<file path="config.mk">
export PLATFORM = sky130hd
export DESIGN_NAME = lmtb_queue
export DESIGN_NICKNAME = d
export VERILOG_FILES = /design/src/hw/rtl/lmtb_pkg.sv /design/src/hw/rtl/lmtb_queue.sv
export SDC_FILE = /design/constraint.sdc
export NUM_CORES = 1
export LEC_CHECK = 0
export ABC_CLOCK_PERIOD_IN_PS = 1000
export BUFFER_PORTS_ARGS = -buffer_cell sky130_fd_sc_hd__clkbuf_2
export CAP_MARGIN = 15
export CORE_MARGIN = 8
export CORE_UTILIZATION = 40
export CTS_BUF_LIST = sky130_fd_sc_hd__clkbuf_16
export CTS_CLUSTER_SIZE = 30
export DETAILED_ROUTE_END_ITERATION = 6
export PLACE_DENSITY = 0.76
export SLEW_MARGIN = 20
export SYNTH_ARGS = -nofsm -noshare
export SYNTH_HDL_FRONTEND = slang
export SYNTH_SLANG_ARGS = --single-unit
</file>
<file path="constraint.sdc">
create_clock -name aclk -period 1 [get_ports aclk]
set_input_delay 0.1 -clock aclk [delete_from_list [all_inputs] [get_ports aclk]]
set_output_delay 0.1 -clock aclk [all_outputs]
set_load 0.05 [all_outputs]
</file>
<file path="src/hw/rtl/lmtb_pkg.sv">
`timescale 1ns / 1ps

package lmtb_pkg;

    localparam int ADDR_W = 5;

    typedef struct packed {
        logic [10:0] frame_width;
        logic [12:0] frame_height;
        logic [3:0]  window_half;
        logic [7:0]  k_q8;
        logic [7:0]  assumed_std;
        logic [7:0]  dark_floor;
    } cfg_t;

    typedef logic [2:0] reg_idx_t;

    localparam reg_idx_t REG_FRAME_WIDTH  = 3'd0;
    localparam reg_idx_t REG_FRAME_HEIGHT = 3'd1;
    localparam reg_idx_t REG_WINDOW_HALF  = 3'd2;
    localparam reg_idx_t REG_K_Q8         = 3'd3;
    localparam reg_idx_t REG_ASSUMED_STD  = 3'd4;
    localparam reg_idx_t REG_DARK_FLOOR   = 3'd5;

    localparam logic [10:0] FRAME_WIDTH_RST  = 11'd640;
    localparam logic [12:0] FRAME_HEIGHT_RST = 13'd480;
    localparam logic [3:0]  WINDOW_HALF_RST  = 4'd7;
    localparam logic [7:0]  K_Q8_RST         = 8'd128;
    localparam logic [7:0]  ASSUMED_STD_RST  = 8'd20;
    localparam logic [7:0]  DARK_FLOOR_RST   = 8'd60;

    localparam logic signed [18:0] F_BASE  = 19'sd32768;
    localparam logic signed [9:0]  STD_MID = 10'sd128;

    typedef struct packed {
        logic empty;
        logic full;
    } q_stat_t;

    typedef enum logic [0:0] {
        F_RUN,
        F_SYNC
    } front_state_t;

    typedef enum logic [2:0] {
        B_IDLE,
        B_PREP,
        B_SUM,
        B_DRAIN,
        B_MUL,
        B_RD,
        B_WAIT,
        B_OUT
    } back_state_t;

endpackage

</file>
<file path="src/hw/rtl/lmtb_queue.sv">
`timescale 1ns / 1ps

module lmtb_queue #(
    parameter int W = 8
) (
    input  logic              aclk,
    input  logic              aresetn,
    input  logic              push,
    input  logic [W-1:0]      push_data,
    input  logic              pop,
    output logic [W-1:0]      pop_data,
    output lmtb_pkg::q_stat_t q_stat
);

    logic [W-1:0] entry_reg [0:1];
    logic         wr_ptr_reg;
    logic         rd_ptr_reg;
    logic [1:0]   count_reg;

    always_ff @(posedge aclk) begin
        if (!aresetn) begin
            wr_ptr_reg <= 1'b0;
            rd_ptr_reg <= 1'b0;
            count_reg  <= 2'd0;
        end else begin
            if (push) begin
                wr_ptr_reg <= ~wr_ptr_reg;
            end
            if (pop) begin
                rd_ptr_reg <= ~rd_ptr_reg;
            end
            if (push && !pop) begin
                count_reg <= count_reg + 2'd1;
            end else if (pop && !push) begin
                count_reg <= count_reg - 2'd1;
            end
        end
    end

    always_ff @(posedge aclk) begin
        if (push) begin
            entry_reg[wr_ptr_reg] <= push_data;
        end
    end

    assign pop_data     = entry_reg[rd_ptr_reg];
    assign q_stat.empty = (count_reg == 2'd0);
    assign q_stat.full  = (count_reg == 2'd2);

endmodule

</file>
# Yosys cells after proc, flatten, opt, wreduce, memory -nomap -nowiden
# Memory sizes are Yosys's and may differ from the RTL's. A register that Yosys moved wholly into a read port is not among the register bits.
# Cells that the tools add are included.
totals:
  regBits: 4
  word_cells: 21
  inputBits: 12
  memories: 1
  ramBits: 16
  rom_bits: 0
  latch_bits: 0
memory_table:
  columns: ["memory", "depth", "word_bits", "rd", "rd_clocked_by_memory_dff", "write_ports", "line", "rtl"]
  rows:
  - ["entry_reg", 2, 8, 1, 1, 1, "lmtb_queue.sv:15", "logic [W-1:0] entry_reg [0:1];"]
op_classes:
  order_cmp: 0
  n_addsub: 2
  eq_ne: 1
  n_mul: 0
  muxes: 6
  shift: 0
  reduce_logical: 6
  n_div: 0
  bitwise_logic: 2
op_table:
  columns: ["operator", "count"]
  rows:
  - ["$mux 1", 4]
  - ["$mux 2", 2]
  - ["$add 2x1->2 const B", 1]
  - ["$eq 2x2->1 const B", 1]
  - ["$logic_and 1x1->1", 2]
  - ["$logic_not 1->1", 2]
  - ["$logic_not 2->1", 1]
  - ["$not 1->1", 2]
  - ["$reduce_bool 2->1", 1]
  - ["$sub 2x1->2 const B", 1]

# Logic depth before layout (Yosys ltp)
# Gate-level depths: netlist of the first run.
logic_depth:
  word_depth: 4
  depth_mapped: 5
  mapped_depth_nobuf: 5

# Worst setup path after synthesis of the first run
# OpenSTA, ideal clock, no wires.
synth_path:
  kind: "flip-flop to flip-flop"
  start: "reg wr_ptr_reg"
  end: "mem entry_reg[0][0], enable pin"
  setup_ns: 0.375
  arrival_ns: 0.730
  path_buffers: 0
  required_time_ns: 0.625
  path_stages_with_launch: 2
  setup_slack_ns: -0.104
  cell_sequence: "dfxtp_1 -> nor2b_1"
synth_rtl:
  columns: ["item", "line", "rtl"]
  rows:
  - ["start: declaration", "lmtb_queue.sv:16", "logic wr_ptr_reg;"]
  - ["start signal: assignment", "lmtb_queue.sv:27", "wr_ptr_reg <= ~wr_ptr_reg;"]
  - ["end: declaration", "lmtb_queue.sv:15", null]
# Straight into the memory's write port.

==> impl_metrics.tcl, run 1 <==
set metrics [dict create \
    synth.area.mux_share 0.113 \
    ant_nets 0 \
    finalNonFillerCells 106 \
    antenna_found_initial 0 \
    route.met3.wl_um 153 \
    synth_nets 60 \
    fp.dieH_um 60.6 \
    switchingPower_uw 626 \
    end_kind "output pin" \
    power_mw 2.48 \
    pwr-share-seq 0.419 \
    synth_top_family_by_area "multiplexers" \
    avgSynthCellArea_um2 16.9 \
    cts_tree "yes" \
    wl_met1_um 661 \
    yosysSeqAreaShare 0.731 \
    fp-row-count 16 \
    relSlewSlack 0.904 \
    fillers 142 \
    fin_crit_sh 1.31 \
    antenna_cells 0 \
    layout.nets 93 \
    dp_hpwl_um 1060 \
    final_common_cell "edfxtp_1" \
    grt_first_pass_wirelength_um 2590 \
    status "finished, violations left" \
    finalWeightedCongestion 0.655 \
    required_ps 900 \
    post-cts-setup-buffers 0 \
    drt-initial-drc-count 15 \
    worstSkewPairLatency_ps 250 \
    drv_cap 0 \
    io_pins 22 \
    cp_top_family "flip-flops" \
    synthXorXnorAreaFrac 0.0331 \
    crit_buf_inv 2 \
    synthesis.area_um2 795 \
    fin_area_um2 1290 \
    yosysWarnings 0 \
    numCtsBuffers 3 \
    violations "negative setup slack" \
    power.leakage_nw 0.545 \
    fin_crit_ps 1310 \
    placed_cells 102 \
    drive_gt1_frac 0.582 \
    largest_reg_flops 16 \
    sw_frac_of_total 0.252 \
    cp_slowest_cell "dfxtp_2" \
    multi_input_area_um2 245 \
    combPwrFrac 0.254 \
    criticalPathCategory "flip-flop to output pin" \
    synth_cell_types 16 \
    clockBufferDepth 2 \
    grt_max_degree 12 \
    seq_area_um2 587 \
    worstMarginPinSlew_ps 143 \
    clk_pin_slew_ps 50 \
    initial_core_util 0.413 \
    p_clk_frac 0.327 \
    grt_use_total 0.0961 \
    grt_setup_unrepaired "true" \
    die_w_um 60.6 \
    fin_ws_ps -315 \
    arrival_ps 1210 \
    irDropWorstVdd_mv 1.12 \
    hp-class "input pin to flip-flop" \
    clock.fmax_mhz 761 \
    path_cells "buf_6 -> mux2_4 -> clkbuf_16" \
    pre_cts_ws_ps -114 \
    hold_slack_ps 39.8 \
    final_cell_mix "edfxtp_1, clkbuf_2, mux2_4" \
    first_global_vias 565 \
    clock-skew-final_ps 2.60 \
    syn2layout_area_growth_pct 62.4 \
    synth-compound-area-share 0.0252 \
    cp_max_fo 4 \
    cpPeakStageDelay_ps 340 \
    clkSinkCount 21 \
    num_vias 496 \
    port_buffers 21 \
    hold_viol 0 \
    ctsRootBufferMaster "clkbuf_16" \
    totalWireLength_um 1730 \
    p_per_area_nw_per_um2 1930 \
    ys_seq_elements 21 \
    finalSetupViolations 11 \
    synth_adder_area_share 0.0157 \
    htree_num_levels 1 \
    wl_met2_um 918 \
    drcViolationCount 0 \
    wl_per_cell_um 16.3 \
    top_layer "met3" \
    dpl_cell_area_um2 1020 \
    yosys.area_share.simple 0.0709 \
    synth_cells 47 \
    internal_power_mw 1.86 \
    grt.overflow.total 0 \
    viasPerCell 4.68 \
    die-area_um2 3670 \
    core_um2 1920 \
    drtPass1Iterations 4 \
    slew_viol_final 0 \
    crit_path_start_kind "flip-flop" \
]
cell usage after synthesis:
master	number	area, µm²
a21boi_1	1	7.51
and2_1	4	25.0
and2b_2	1	8.76
buf_2	1	5.00
dfxtp_1	5	100
edfxtp_1	16	480
ha_1	1	12.5
inv_1	1	3.75
mux2_2	8	90.1
nor2_1	1	3.75
nor2b_1	2	12.5
o21a_1	1	7.51
o21ai_0	1	5.00
or3_1	1	6.26
xnor2_1	1	8.76
xor2_1	2	17.5
repair_timing:
item / 4_1_cts / 5_1_grt
pin swaps: 3 / 0
endpoints found under the setup margin: 11 / 11
resized for setup: 40 / 6
cloned: 0 / 0
hold buffers: 0 / 0
hold endpoints to repair: 0 / 0
metrics by stage:
stage / setup TNS (ps) / util
after CTS: -2670 / 0.667
after floorplan: -180 / -
after global placement: -919 / 0.530
after detailed placement: -957 / 0.530
final: -2520 / 0.671
after global routing: -2850 / 0.671
logic make-up after synthesis:
family	count (synthesis)
multiplexers	8
AND/OR/NAND/NOR	9
AO/OA/AOI/OAI	3
flip-flops	21
buffers and inverters	2
adder cells (fa/ha/maj)	1
XOR/XNOR	3
power by group through the flow:
| stage | registers [mW] | clock network (mW) | logic (mW) |
|---|---|---|---|
| 2_1_floorplan | 1.04 | 0 | 0.301 |
| 3_3_place_gp | 1.04 | 0 | 0.436 |
| 3_5_place_dp | 1.05 | 0 | 0.443 |
| 4_1_cts | 1.04 | 0.830 | 0.605 |
| 5_1_grt | 1.05 | 0.865 | 0.659 |
| 6_report | 1.04 | 0.812 | 0.631 |
routing by layer:
metal,track usage,up-vias
met5,0,-
met4,0.0399,0
met3,0.0466,0
met2,0.163,18
met1,0.0988,243
li1,-,235
layout make-up:
class / count / area share
clock buffer: 3 / 0.0582
timing repair buffer: 29 / 0.265
inverter: 1 / 0.00291
clock inverter: 1 / 0.00291
multi-input combinational: 24 / 0.190
sequential: 21 / 0.455
tap: 27 / 0.0262
path summary, 6_finish.rpt:
kind | depth (start not counted) | startpoint | to | slack (ps)
worst max-delay path | 3 | flip-flop | pop_data[3] | -310
worst min-delay path | 1 | push_data[5] | entry_reg[0][5] | 40
worst max register to register | 3 | count_reg[0] | count_reg[1] | -10
worst min register to register | 2 | count_reg[1] | count_reg[1] | 530
No activity file was read; power rests on OpenSTA's default activity.
==> inputs of run 2 (changes only) <==
--- a/config.mk
+++ b/config.mk
@@ -9,11 +9,11 @@
 export BUFFER_PORTS_ARGS = -buffer_cell sky130_fd_sc_hd__clkbuf_2
 export CAP_MARGIN = 15
 export CORE_MARGIN = 8
-export CORE_UTILIZATION = 40
+export CORE_UTILIZATION = 37
 export CTS_BUF_LIST = sky130_fd_sc_hd__clkbuf_16
 export CTS_CLUSTER_SIZE = 30
 export DETAILED_ROUTE_END_ITERATION = 6
-export PLACE_DENSITY = 0.76
+export PLACE_DENSITY = 0.6
 export SLEW_MARGIN = 20
 export SYNTH_ARGS = -nofsm -noshare
 export SYNTH_HDL_FRONTEND = slang
==> run 2 against run 1 <==
Net effect: the run still ends with negative setup slack left; flip-flop and latch count unchanged; maximum frequency decreased by 0.25%; clock power increased by 2%; largest cell class unchanged.
==> impl_metrics.tcl, run 2 (synthesized netlist as in run 1, its figures left out) <==
set metrics [dict create \
    p_clk_frac 0.332 \
    placed_cells 104 \
    ant_nets 0 \
    drcViolationCount 0 \
    ctsRootBufferMaster "clkbuf_16" \
    pwr-share-seq 0.418 \
    p_per_area_nw_per_um2 1920 \
    crit_path_start_kind "flip-flop" \
    min_to "entry_reg[1][3]" \
    status "finished, violations left" \
    finalNonFillerCells 108 \
    hold_viol 0 \
    clk_pin_slew_ps 60 \
    syn2layout_area_growth_pct 62.5 \
    arrival_ps 1220 \
    clockBufferDepth 2 \
    finalWeightedCongestion 0.638 \
    finalSetupViolations 9 \
    cp_max_fo 8 \
    internal_power_mw 1.86 \
    grt.overflow.total 0 \
    fin_ws_ps -318 \
    required_ps 900 \
    fin_area_um2 1290 \
    port_buffers 21 \
    criticalPathCategory "flip-flop to output pin" \
    min_path_cells 1 \
    dpl_cell_area_um2 1020 \
    path_cells "buf_12 -> mux2_4 -> clkbuf_16" \
    sw_frac_of_total 0.251 \
    grt_first_pass_wirelength_um 2480 \
    fin_setup_tns_ps -2490 \
    combPwrFrac 0.250 \
    r2r_end "count_reg[1]" \
    relSlewSlack 0.886 \
    reg2reg_from "count_reg[0]" \
    largest_reg_flops 16 \
    grt_use_total 0.0817 \
    violations "negative setup slack" \
    numCtsBuffers 3 \
    num_vias 479 \
    fp-row-count 16 \
    cts_tree "yes" \
    switchingPower_uw 622 \
    antenna_cells 0 \
    drt-initial-drc-count 3 \
    htree_num_levels 1 \
    io_pins 22 \
    clkSinkCount 21 \
    totalWireLength_um 1540 \
    wl_per_cell_um 14.2 \
    end_kind "output pin" \
    clock-skew-final_ps 2.03 \
    r2r_slack_ps 20 \
    power_mw 2.48 \
    dp_hpwl_um 1030 \
    final_cell_mix "edfxtp_1, clkbuf_2, buf_4" \
    pre_cts_ws_ps -135 \
    cp_slowest_cell "dfxtp_2" \
    worstSkewPairLatency_ps 250 \
    drv_cap 0 \
    r2r_cells 3 \
    die-area_um2 3890 \
    worstMarginPinSlew_ps 171 \
    grt_setup_unrepaired "true" \
    irDropWorstVdd_mv 0.984 \
    hp-class "input pin to flip-flop" \
    clock.fmax_mhz 759 \
    cpPeakStageDelay_ps 340 \
    core_um2 2000 \
    initial_core_util 0.397 \
    fillers 152 \
    power.leakage_nw 0.552 \
    die_w_um 62.3 \
    layout.nets 95 \
    antenna_found_initial 0 \
    first_global_vias 537 \
    slew_viol_final 0 \
    drtPass1Iterations 2 \
    min_from "push_data[3]" \
    fin_crit_sh 1.32 \
    post-cts-setup-buffers 0 \
    post-route-util 0.645 \
    grt_max_degree 13 \
    hold_slack_ps 39.1 \
    viasPerCell 4.44 \
    drive_gt1_frac 0.593 \
    fp.dieH_um 62.3 \
    final_common_cell "edfxtp_1" \
    fin_crit_ps 1320 \
]
run 2: changes by cell type in the layout (fill, tap and decap cells not counted), sizes merged:
cell,change
clkbuf,+1
clkinv,+1
inv,-1
buf,+1
run 2: timing repair:
item	in CTS	in global routing
resized for setup	35	7
pin swaps	1	1
hold buffers	0	0
endpoints found under the setup margin	11	11
run 2: layout make-up:
cell class | count | area (µm²) | area share
Inverter | 1 | 3.75 | 0.00291
Tap cell | 27 | 33.8 | 0.0262
Clock buffer | 3 | 75.1 | 0.0581
Clock inverter | 1 | 5.00 | 0.00388
Sequential cell | 21 | 586 | 0.453
Multi-Input combinational cell | 24 | 245 | 0.190
Timing Repair Buffer | 31 | 343 | 0.266
run 2: power groups by stage:
stage	clock (mW)	combinational (mW)	sequential, mW
after floorplan	0	0.301	1.04
after global placement	0	0.438	1.04
after detailed placement	0	0.441	1.05
after CTS	0.849	0.598	1.03
after global routing	0.883	0.650	1.04
final	0.825	0.619	1.04
run 2: how the worst max path moves through the flow:
stage | startpoint | slack [ps] | endpoint
floorplan | flip-flop | -20 | pop_data[0]
global placement | flip-flop | -130 | pop_data[0]
detailed placement | flip-flop | -140 | pop_data[3]
CTS | flip-flop | -320 | pop_data[3]
global route | flip-flop | -350 | pop_data[3]
finish | flip-flop | -320 | pop_data[3]
run 2: worst max-delay path, delay by kind of cell, from the launching register on:
family	cells	cell delay, ps
buffers and inverters	2	300
DFF	1	340
muxes	1	320
run 2: layer usage:
metal  wire length, µm  track usage  vias to the layer above
met5                 0            0                        -
met1               642       0.0830                      229
li1                  -            -                      236
met4                28       0.0513                        0
met3                95       0.0341                        2
met2               771        0.136                       12
