File: src/hw/rtl/lmtb_pkg.sv
`timescale 1ns / 1ps

package lmtb_pkg;

    localparam int ADDR_W = 5;

    typedef struct packed {
        logic [10:0] frame_width;
        logic [12:0] frame_height;
        logic [3:0]  window_half;
        logic [7:0]  k_q8;
        logic [7:0]  assumed_std;
        logic [7:0]  dark_floor;
    } cfg_t;

    typedef logic [2:0] reg_idx_t;

    localparam reg_idx_t REG_FRAME_WIDTH  = 3'd0;
    localparam reg_idx_t REG_FRAME_HEIGHT = 3'd1;
    localparam reg_idx_t REG_WINDOW_HALF  = 3'd2;
    localparam reg_idx_t REG_K_Q8         = 3'd3;
    localparam reg_idx_t REG_ASSUMED_STD  = 3'd4;
    localparam reg_idx_t REG_DARK_FLOOR   = 3'd5;

    localparam logic [10:0] FRAME_WIDTH_RST  = 11'd640;
    localparam logic [12:0] FRAME_HEIGHT_RST = 13'd480;
    localparam logic [3:0]  WINDOW_HALF_RST  = 4'd7;
    localparam logic [7:0]  K_Q8_RST         = 8'd128;
    localparam logic [7:0]  ASSUMED_STD_RST  = 8'd20;
    localparam logic [7:0]  DARK_FLOOR_RST   = 8'd60;

    localparam logic signed [18:0] F_BASE  = 19'sd32768;
    localparam logic signed [9:0]  STD_MID = 10'sd128;

    typedef struct packed {
        logic empty;
        logic full;
    } q_stat_t;

    typedef enum logic [0:0] {
        F_RUN,
        F_SYNC
    } front_state_t;

    typedef enum logic [2:0] {
        B_IDLE,
        B_PREP,
        B_SUM,
        B_DRAIN,
        B_MUL,
        B_RD,
        B_WAIT,
        B_OUT
    } back_state_t;

endpackage

File: src/hw/rtl/lmtb_front.sv
`timescale 1ns / 1ps

module lmtb_front #(
    parameter int MAX_WIDTH  = 1024,
    parameter int MAX_HALF   = 8,
    parameter int MAX_HEIGHT = 4096,
    localparam int CW     = $clog2(MAX_WIDTH),
    localparam int RW     = $clog2(MAX_HEIGHT),
    localparam int SLOT_W = $clog2(2 * MAX_HALF),
    localparam int JW     = 3 * (RW + CW)
) (
    input  logic                   aclk,
    input  logic                   aresetn,
    input  lmtb_pkg::cfg_t         cfg,
    input  logic                   half_wr,
    input  logic                   s_valid,
    output logic                   s_ready,
    input  logic [7:0]             s_pixel,
    input  lmtb_pkg::q_stat_t      q_stat,
    input  logic                   back_busy,
    output logic                   job_push,
    output logic [JW-1:0]          job_data,
    output logic                   mem_we,
    output logic [SLOT_W+CW-1:0]   mem_waddr,
    output logic [7:0]             mem_wdata
);

    localparam int NB  = (RW > CW) ? RW : CW;
    localparam int NCW = $clog2(NB + 1);

    lmtb_pkg::front_state_t state_reg, state_next;

    logic [RW-1:0]  row_reg;
    logic [CW-1:0]  col_reg;
    logic [3:0]     rph_reg;
    logic [3:0]     cph_reg;
    logic [RW-1:0]  last_r_reg;
    logic [CW-1:0]  last_c_reg;
    logic [NB-1:0]  sh_r_reg;
    logic [NB-1:0]  sh_c_reg;
    logic [3:0]     rem_r_reg;
    logic [3:0]     rem_c_reg;
    logic [NCW-1:0] sync_cnt_reg;

    logic [CW:0]    eff_w;
    logic [RW:0]    eff_hgt;
    logic [3:0]     eff_h;
    logic [RW:0]    r0, rn;
    logic [CW:0]    c0, cn;
    logic [3:0]     rp0, cp0, rpn, cpn;
    logic           trig;
    logic [RW-1:0]  ty, y0;
    logic [CW-1:0]  tx, x0;
    logic           hz_ok;
    logic           accept;
    logic           sync_last;
    logic [4:0]     t_r, t_c;
    logic [3:0]     rem_r_next, rem_c_next;

    function automatic logic [3:0] adv(input logic [3:0] p, input logic [3:0] h);
        adv = (p + 4'd1 == h) ? 4'd0 : p + 4'd1;
    endfunction

    always_comb begin
        if (cfg.frame_width == '0) begin
            eff_w = (CW+1)'(1);
        end else if (32'(cfg.frame_width) > 32'(MAX_WIDTH)) begin
            eff_w = (CW+1)'(MAX_WIDTH);
        end else begin
            eff_w = (CW+1)'(cfg.frame_width);
        end
        if (cfg.frame_height == '0) begin
            eff_hgt = (RW+1)'(1);
        end else if (32'(cfg.frame_height) > 32'(MAX_HEIGHT)) begin
            eff_hgt = (RW+1)'(MAX_HEIGHT);
        end else begin
            eff_hgt = (RW+1)'(cfg.frame_height);
        end
        if (cfg.window_half == '0) begin
            eff_h = 4'd1;
        end else if (32'(cfg.window_half) > 32'(MAX_HALF)) begin
            eff_h = 4'(MAX_HALF);
        end else begin
            eff_h = cfg.window_half;
        end
    end

    always_comb begin
        r0  = {1'b0, row_reg};
        c0  = {1'b0, col_reg};
        rp0 = rph_reg;
        cp0 = cph_reg;
        if (c0 >= eff_w) begin
            c0  = '0;
            cp0 = '0;
            r0  = r0 + 1'b1;
            rp0 = adv(rp0, eff_h);
        end
        if (r0 >= eff_hgt) begin
            r0  = '0;
            rp0 = '0;
        end
        trig = ((rp0 + 4'd1 == eff_h) || (r0 + 1'b1 == eff_hgt)) &&
               ((cp0 + 4'd1 == eff_h) || (c0 + 1'b1 == eff_w));
        cn  = c0 + 1'b1;
        rn  = r0;
        cpn = adv(cp0, eff_h);
        rpn = rp0;
        if (cn >= eff_w) begin
            cn  = '0;
            cpn = '0;
            rn  = r0 + 1'b1;
            rpn = adv(rp0, eff_h);
            if (rn >= eff_hgt) begin
                rn  = '0;
                rpn = '0;
            end
        end
    end

    always_comb begin
        ty = r0[RW-1:0] - RW'(rp0);
        tx = c0[CW-1:0] - CW'(cp0);
        y0 = (ty >= RW'(eff_h)) ? ty - RW'(eff_h) : '0;
        x0 = (tx >= CW'(eff_h)) ? tx - CW'(eff_h) : '0;
        hz_ok = (q_stat.empty && !back_busy) ||
                (r0[RW-1:0] == last_r_reg && c0[CW-1:0] > last_c_reg);
    end

    always_comb begin
        t_r = {rem_r_reg, sh_r_reg[NB-1]};
        t_c = {rem_c_reg, sh_c_reg[NB-1]};
        if (t_r >= {1'b0, eff_h}) begin
            t_r = t_r - {1'b0, eff_h};
        end
        if (t_c >= {1'b0, eff_h}) begin
            t_c = t_c - {1'b0, eff_h};
        end
        rem_r_next = t_r[3:0];
        rem_c_next = t_c[3:0];
        sync_last  = (sync_cnt_reg == NCW'(NB - 1));
    end

    always_comb begin
        state_next = state_reg;
        case (state_reg)
            lmtb_pkg::F_RUN: begin
                if (half_wr) begin
                    state_next = lmtb_pkg::F_SYNC;
                end
            end
            lmtb_pkg::F_SYNC: begin
                if (half_wr) begin
                    state_next = lmtb_pkg::F_SYNC;
                end else if (sync_last) begin
                    state_next = lmtb_pkg::F_RUN;
                end
            end
            default: state_next = lmtb_pkg::F_RUN;
        endcase
    end

    always_comb begin
        s_ready = 1'b0;
        case (state_reg)
            lmtb_pkg::F_RUN:  s_ready = !half_wr && !q_stat.full && hz_ok;
            lmtb_pkg::F_SYNC: s_ready = 1'b0;
            default:          s_ready = 1'b0;
        endcase
        accept    = s_valid && s_ready;
        job_push  = accept && trig;
        job_data  = {r0[RW-1:0], c0[CW-1:0], ty, tx, y0, x0};
        mem_we    = accept;
        mem_waddr = {r0[SLOT_W-1:0], c0[CW-1:0]};
        mem_wdata = s_pixel;
    end

    always_ff @(posedge aclk) begin
        if (!aresetn) begin
            state_reg    <= lmtb_pkg::F_RUN;
            row_reg      <= '0;
            col_reg      <= '0;
            rph_reg      <= '0;
            cph_reg      <= '0;
            last_r_reg   <= '0;
            last_c_reg   <= '0;
            sh_r_reg     <= '0;
            sh_c_reg     <= '0;
            rem_r_reg    <= '0;
            rem_c_reg    <= '0;
            sync_cnt_reg <= '0;
        end else begin
            state_reg <= state_next;
            if (half_wr) begin
                sh_r_reg     <= NB'(row_reg);
                sh_c_reg     <= NB'(col_reg);
                rem_r_reg    <= '0;
                rem_c_reg    <= '0;
                sync_cnt_reg <= '0;
            end else if (state_reg == lmtb_pkg::F_SYNC) begin
                sh_r_reg     <= sh_r_reg << 1;
                sh_c_reg     <= sh_c_reg << 1;
                rem_r_reg    <= rem_r_next;
                rem_c_reg    <= rem_c_next;
                sync_cnt_reg <= sync_cnt_reg + 1'b1;
                if (sync_last) begin
                    rph_reg <= rem_r_next;
                    cph_reg <= rem_c_next;
                end
            end
            if (accept) begin
                row_reg <= rn[RW-1:0];
                col_reg <= cn[CW-1:0];
                rph_reg <= rpn;
                cph_reg <= cpn;
            end
            if (job_push) begin
                last_r_reg <= r0[RW-1:0];
                last_c_reg <= c0[CW-1:0];
            end
        end
    end

endmodule

File: config.mk
export PLATFORM = sky130hd
export DESIGN_NAME = lmtb_front
export DESIGN_NICKNAME = d
export VERILOG_FILES = /design/src/hw/rtl/lmtb_pkg.sv /design/src/hw/rtl/lmtb_front.sv
export SDC_FILE = /design/constraint.sdc
export NUM_CORES = 1
export LEC_CHECK = 0
export CAP_MARGIN = 20
export CORE_AREA = 4 4 132 165
export CTS_BUF_LIST = sky130_fd_sc_hd__clkbuf_8
export DETAILED_ROUTE_END_ITERATION = 12
export DIE_AREA = 0 0 136 169
export DONT_BUFFER_PORTS = 1
export PLACE_DENSITY = 0.57
export SYNTH_ARGS = -nofsm -noshare
export SYNTH_HDL_FRONTEND = slang
export SYNTH_SLANG_ARGS = --single-unit
File: constraint.sdc
create_clock -name aclk -period 12.15 [get_ports aclk]
set_input_delay 2.43 -clock aclk [delete_from_list [all_inputs] [get_ports aclk]]
set_output_delay 2.43 -clock aclk [all_outputs]
set_load 0.03 [all_outputs]
# Word-level counts from Yosys, hierarchy flattened
# Cells that the tools add are included.
[word_totals]
in_bits = 67
romBits = 0
mem_count = 0
ram_bits = 0
output_inout_bits = 91
latchBits = 0
wordCells = 111
regBits = 89
[classes]
bitwise_logic = 2
n_eq_ne = 8
n_shift = 0
muxes = 42
n_addsub = 13
n_mul = 0
n_reduce_logical = 21
magnitude_cmp = 12
n_div = 0
[ops]
columns = ["op", "n"]
rows = [
  ["4-bit two-way mux", 21],
  ["12-bit two-way mux", 5],
  ["13-bit two-way mux", 4],
  ["10-bit two-way mux", 5],
  ["13-bit >= comparator", 2],
  ["12-bit by 4-bit subtractor with 12-bit output", 2],
  ["11-bit two-way mux", 2],
  ["10-bit by 4-bit subtractor with 10-bit output", 2],
  ["4-bit by 1-bit adder with 4-bit output (second input constant)", 4],
  ["12-bit by 1-bit adder with 13-bit output (second input constant)", 1],
  ["13-bit by 1-bit adder with 13-bit output (second input constant)", 1],
  ["13-bit == test", 1],
  ["13-bit greater-than comparator (second input constant)", 1],
  ["13-bit zero test", 1],
  ["12-bit == test", 1],
  ["4-bit == test", 3],
  ["12-bit by 4-bit >= comparator with 1-bit output", 1],
  ["10-bit by 1-bit adder with 11-bit output (second input constant)", 1],
  ["11-bit == test", 1],
  ["10-bit by 11-bit >= comparator with 1-bit output", 1],
  ["11-bit >= comparator", 1],
  ["11-bit greater-than comparator (second input constant)", 1],
  ["11-bit zero test", 1],
  ["10-bit by 4-bit >= comparator with 1-bit output", 1],
  ["other kinds (16)", 34],
]

# Depth between registers and ports, before layout
[logic_depth]
ltp_word = 15
ltp_mapped = 34
depth_no_buf = 31

# Worst setup path before layout
# Ideal clock, no wire load.
[synth_path]
path_kind = "input port to output port"
startpoint = "in cfg[51] (netlist bit)"
endpoint = "out job_data[12]"
path_stages = 28
t_arrival_ps = 9493
required_ps = 9720
path_slack_ps = 227
n_path_buf = 4
path_cell_list = "clkinv_1 nand2_1 ha_1 nand4b_4 nor3_2 nor2_1 buf_4 o311ai_0 and2_1 inv_1 ha_1 a21oi_1 o21ai_0 a221oi_1 nand2_1 clkbuf_1 clkbuf_1 a21oi_1 ha_1 a21o_1 a21o_1 a21o_1 or2_1 nor4_1 xor2_1 nor4b_1 buf_2 nor3_1"
[synth_between]
elab_chain_len = 10
word_cells_on_any_way = 14
cone_classes = "2 x add/sub; 4 x order compare; 7 x mux; 1 x reduce/logical"
[synth_lines]
columns = ["item", "line", "text"]
rows = [
  ["start, declared", "lmtb_front.sv:14", "input lmtb_pkg::cfg_t cfg,"],
  ["11-bit greater-than comparator", "lmtb_front.sv:67", "end else if (32'(cfg.frame_width) > 32'(MAX_WIDTH)) begin"],
  ["11-bit two-way mux", "lmtb_front.sv:67", ""],
  ["11-bit two-way mux *", "lmtb_front.sv:65", "if (cfg.frame_width == '0) begin"],
  ["10-bit by 11-bit >= comparator with 1-bit output *", "lmtb_front.sv:93", "if (c0 >= eff_w) begin"],
  ["13-bit two-way mux *", "lmtb_front.sv:93", ""],
  ["13-bit >= comparator", "lmtb_front.sv:99", "if (r0 >= eff_hgt) begin"],
  ["13-bit two-way mux *", "lmtb_front.sv:99", ""],
  ["via job_data[55]", "lmtb_front.sv:22", "output logic [JW-1:0] job_data,"],
  ["12-bit by 4-bit subtractor with 12-bit output *", "lmtb_front.sv:122", "ty = r0[RW-1:0] - RW'(rp0);"],
  ["via job_data[43]", "lmtb_front.sv:22", ""],
  ["12-bit by 4-bit >= comparator with 1-bit output *", "lmtb_front.sv:124", "y0 = (ty >= RW'(eff_h)) ? ty - RW'(eff_h) : '0;"],
  ["12-bit two-way mux *", "lmtb_front.sv:124", ""],
  ["end, declared", "lmtb_front.sv:22", ""],
]
# The timed path passes the listed nets; every way through them passes the cells marked *.

# Worst setup path in the final report
[layout_path]
startpoint = "in cfg[51] (netlist bit)"
endpoint = "out job_data[21]"
[layout_between]
elab_chain_len = 10
word_cells_on_any_way = 14
cone_classes = "2 x add/sub; 4 x order compare; 7 x mux; 1 x reduce/logical"
[layout_lines]
columns = ["item", "line"]
rows = [
  ["11-bit greater-than comparator", "lmtb_front.sv:67"],
  ["11-bit two-way mux", "lmtb_front.sv:67"],
  ["11-bit two-way mux *", "lmtb_front.sv:65"],
  ["10-bit by 11-bit >= comparator with 1-bit output *", "lmtb_front.sv:93"],
  ["13-bit two-way mux", "lmtb_front.sv:93"],
  ["13-bit >= comparator", "lmtb_front.sv:99"],
  ["13-bit two-way mux or 4-bit two-way mux (tied branches)", "lmtb_front.sv:99"],
  ["12-bit by 4-bit subtractor with 12-bit output *", "lmtb_front.sv:122"],
  ["12-bit by 4-bit subtractor with 12-bit output or 12-bit by 4-bit >= comparator with 1-bit output (tied branches)", "lmtb_front.sv:124"],
  ["12-bit two-way mux *", "lmtb_front.sv:124"],
]
# Every way passes the cells marked *; elsewhere a longest branch is shown, timed or not.

==> summary by stage <==
Status
The run finished with clean final reports.

Final layout
The library cells used most frequently in the layout, excluding fill and tap cells, are nor2_1 (159), nand2_1 (110), ha_1 (88), dfxtp_1 (88), mux2i_1 (65). The area of the multi-input gates is 6550 µm². The antenna diode instance count is 0.

After filler insertion, the fill cell instance count of the layout stands at 2,065. The area growth from synthesis to layout is 7.90%. The area taken by flip-flops and latches is 1780 µm². Cells with a size suffix above 1 make up 10.3% of the layout. Leaving out fill and tap cells, the most frequent cell in the layout is nor2_1.

At the end of the flow, the number of nets in the layout was 1,347.

STA
The count of final hold-check violations was 0. Static timing analysis puts the maximum clock frequency at 0.0861 GHz. Subtracting the final worst setup slack from the clock period gives 11.62 ns.

The clock arrives with 0.0132 ns of skew. The headroom to the max-slew limit is 24.2%. At the pin with the least slew margin, the transition time is 1.13 ns. Dividing the final minimum period by the clock period gives 95.6%.

The setup TNS after final layout is 0 ns. Setup repair after global routing left no endpoint under its margin. The minimum setup slack in the final design is 0.530 ns. The number of pins with negative max-slew slack in the final report is 0. The number of failing setup endpoints in the final timing report is 0.

Job
Across the run, the number of max-cap violations was 0.

Global routing
Global routing finished with a remaining overflow of 0. The number of global-route vias before repair is 8,480. Global routing used 24.5% of the available tracks across all layers. The initial antenna violation count came to 0. The first global-routing pass estimated 44,900 µm of wire. Entering global routing, the biggest net connects 62 pins.

CTS
The TritonCTS clock tree is yes. For the worst-skew pair, the clock arrives at the later sink with an insertion delay of 0.38 ns. The H-tree depth reported by CTS is 3.

The library cell used as clock root buffer is clkbuf_8. The maximum root-to-sink buffer count is 2. The cts-stage hold buffer count is 0. The number of clock sinks seen by CTS is 89. In this run, CTS created clock tree buffers numbering 9.

Clock-pin slew was measured on the worst setup and hold paths at 0.09 ns.

Synth
After technology mapping, the gate count stands at 1,187. The number of synthesized register bits is 89. The number of nets produced by synthesis is 1,348. In the synthesized netlist the dominant register cell turns out to be dfxtp_1.

The proportion of synthesized chip area in sequential cells is 19.9%. The number of distinct library cell variants in the gate-level netlist after synthesis is 85. Of all flip-flops after synthesis, the portion carrying an async set or reset was 0%.

The number of flops mapped to enable cells by yosys is 0. The total standard cell area after synthesis is 8950 µm². The Yosys step of the flow raised 0 warnings. Dividing the synthesized area by the synthesized cell count gives 7.54 µm².

Route
For this block, the routed nets add up to 28,300 µm of wire. Dividing the detail-routed wire length by the instance count gives 19.4 µm. The routed layout has 8,555 vias.

The remaining design rule violation count is 0. The average vias per placed instance is 5.86. The DRC marker count from the first detailed-route iteration is 491. The first TritonRoute pass finished after 5 iterations. In this run the remaining antenna-violating nets after routing total 0.

Worst setup path
In this design, the largest share of critical-path delay is due to simple AND/OR/NAND/NOR gates. The library cell appearing most often on the critical path is ha_1. The data required time at the worst endpoint is 9.72 ns. The biggest fanout along the worst timing path is 23.

The worst setup path is captured at an output port. The largest single stage delay on the critical path is 0.46 ns. The worst setup path is of the in2out kind. The slowest stage cell on the critical path is a2111oi_1. Data arrives at the worst endpoint at 9.19 ns. The kind of launch point of the worst setup path is an input pin. The worst register-to-register path begins at col_reg[8].

The launch point of the critical path is cfg[51]. The critical path contains buffers and inverters numbering 7 combined.

Pwr
The analysis attributes to net switching a power of 318 µW. Registers are responsible for 36.7% of the overall power. The switching fraction of total power is 39.2%. The clock network fraction of design power is 26.5%. The total leakage power is 4.30 nW. For this design the ratio of total power to cell area is 84.2 nW/µm². The worst supply voltage drop on vdd is 0.000105 V. The internal power of the cells totals 494 µW.

The proportion of power drawn by combinational gates is 36.8%.

Die
The core area is 20,100 µm². For this configuration, the core starts out at a cell density of 44.5%. The x dimension of the die is 136 µm.

The die span in y is 169 µm. 158 I/O pins were placed. The floorplan has 58 rows. The floorplan step defined a die boundary enclosing 23,000 µm².

Place
The last weighted congestion value of the routability-driven placer is 0.888. The number of I/O port buffers is 0. The post-DP HPWL is 21,800 µm. The worst slack after detailed placement is 0.396 ns.

Min path
The source of the worst hold timing path is rem_r_reg[2]. The path class of the lowest-slack min-delay path is reg2reg.
## worst register-to-register path, delay by kind of cell, from the launching register on
kind | cells | cell delay [ns]
DFF | 1 | 0.55
and+or+nand+nor | 13 | 2.90
xor gates and xnor gates | 1 | 0.42
buffers and inverters | 5 | 1.11
AOI/OAI and AO/OA | 8 | 1.60
adders and majority gates | 4 | 1.15
## power groups by stage
stage	Combinational (mW)	Clock (mW)	Sequential, mW
after global placement	0.298	0	0.305
after CTS	0.301	0.223	0.298
after floorplan	0.225	0	0.303
after global routing	0.326	0.233	0.299
after detailed placement	0.299	0	0.305
final	0.299	0.215	0.298
## layout make-up
type | count | share of cell area (%)
Clock buffer | 9 | 1.28
Clock inverter | 7 | 0.739
Inverter | 67 | 2.61
Multi-Input combinational cell | 952 | 67.8
Sequential cell | 89 | 18.5
Tap cell | 270 | 3.50
Timing Repair Buffer | 67 | 5.60
## cells by family (layout without fill, tap and decap cells)
family,count (synthesis),count (layout),synth area share (%)
adders and majority gates,94,94,13.7
AOI/OAI and AO/OA,248,248,19.3
xor gates and xnor gates,66,66,6.55
and+or+nand+nor,478,478,25.7
buffers and inverters,146,150,7.47
DFF,89,89,19.9
muxes,66,66,7.40
## stage by stage
stage	hold WS [ns]	cell area, µm²	std cells	util, %	power [mW]
final	0.508	9650	1461	48.0	0.813
after global routing	0.532	9650	1461	48.0	0.857
after CTS	0.507	9630	1461	47.9	0.821
after detailed placement	0.490	9440	1445	47.0	0.604
after global placement	0.477	9440	1445	47.0	0.602
after floorplan	0.460	8950	1187	-	0.527
## Yosys cell counts (9+ instances only)
cell type  instances  area (µm²)
nor4_1            11        68.8
nand2b_1          15        93.8
dfxtp_1           89        1780
a21oi_1           61         305
ha_1              88        1100
and2_1            12        75.1
clkbuf_1          37         139
nor2_1           161         604
xor2_1            24         210
inv_1             63         236
buf_4             25         188
xnor2_1           41         359
nand3_1           35         175
nor3_1            32         160
mux2i_1           65         651
nand2_1          110         413
a21o_1            12        90.1
a22oi_1            9        67.6
or3_1             10        62.6
o21ai_0           45         225
nand4_1           24         150
buf_2              9        45.0
nor2b_1           23         144
a211oi_1          19         143
and3_1            13        81.3
## timing repair
item	CTS	global route
setup endpoints to repair	0	12
buffers inserted	0	0
gates resized for setup	0	4
## final timing paths
check	end	slack, ns	cells after the start
max	job_data[21]	0.53	30
min	rem_r_reg[2]	0.51	2
max reg2reg	rph_reg[3]	4.35	31
min reg2reg	rem_r_reg[2]	0.51	2
## metal layers
metal	vias up	global-route usage (%)	routed length, µm
li1	4217	-	-
met1	4020	28.9	11600
met2	260	42.6	13900
met3	58	4.16	1440
met4	0	12.2	1400
met5	-	0	0
Note: power is estimated with default switching activity, not from simulation.
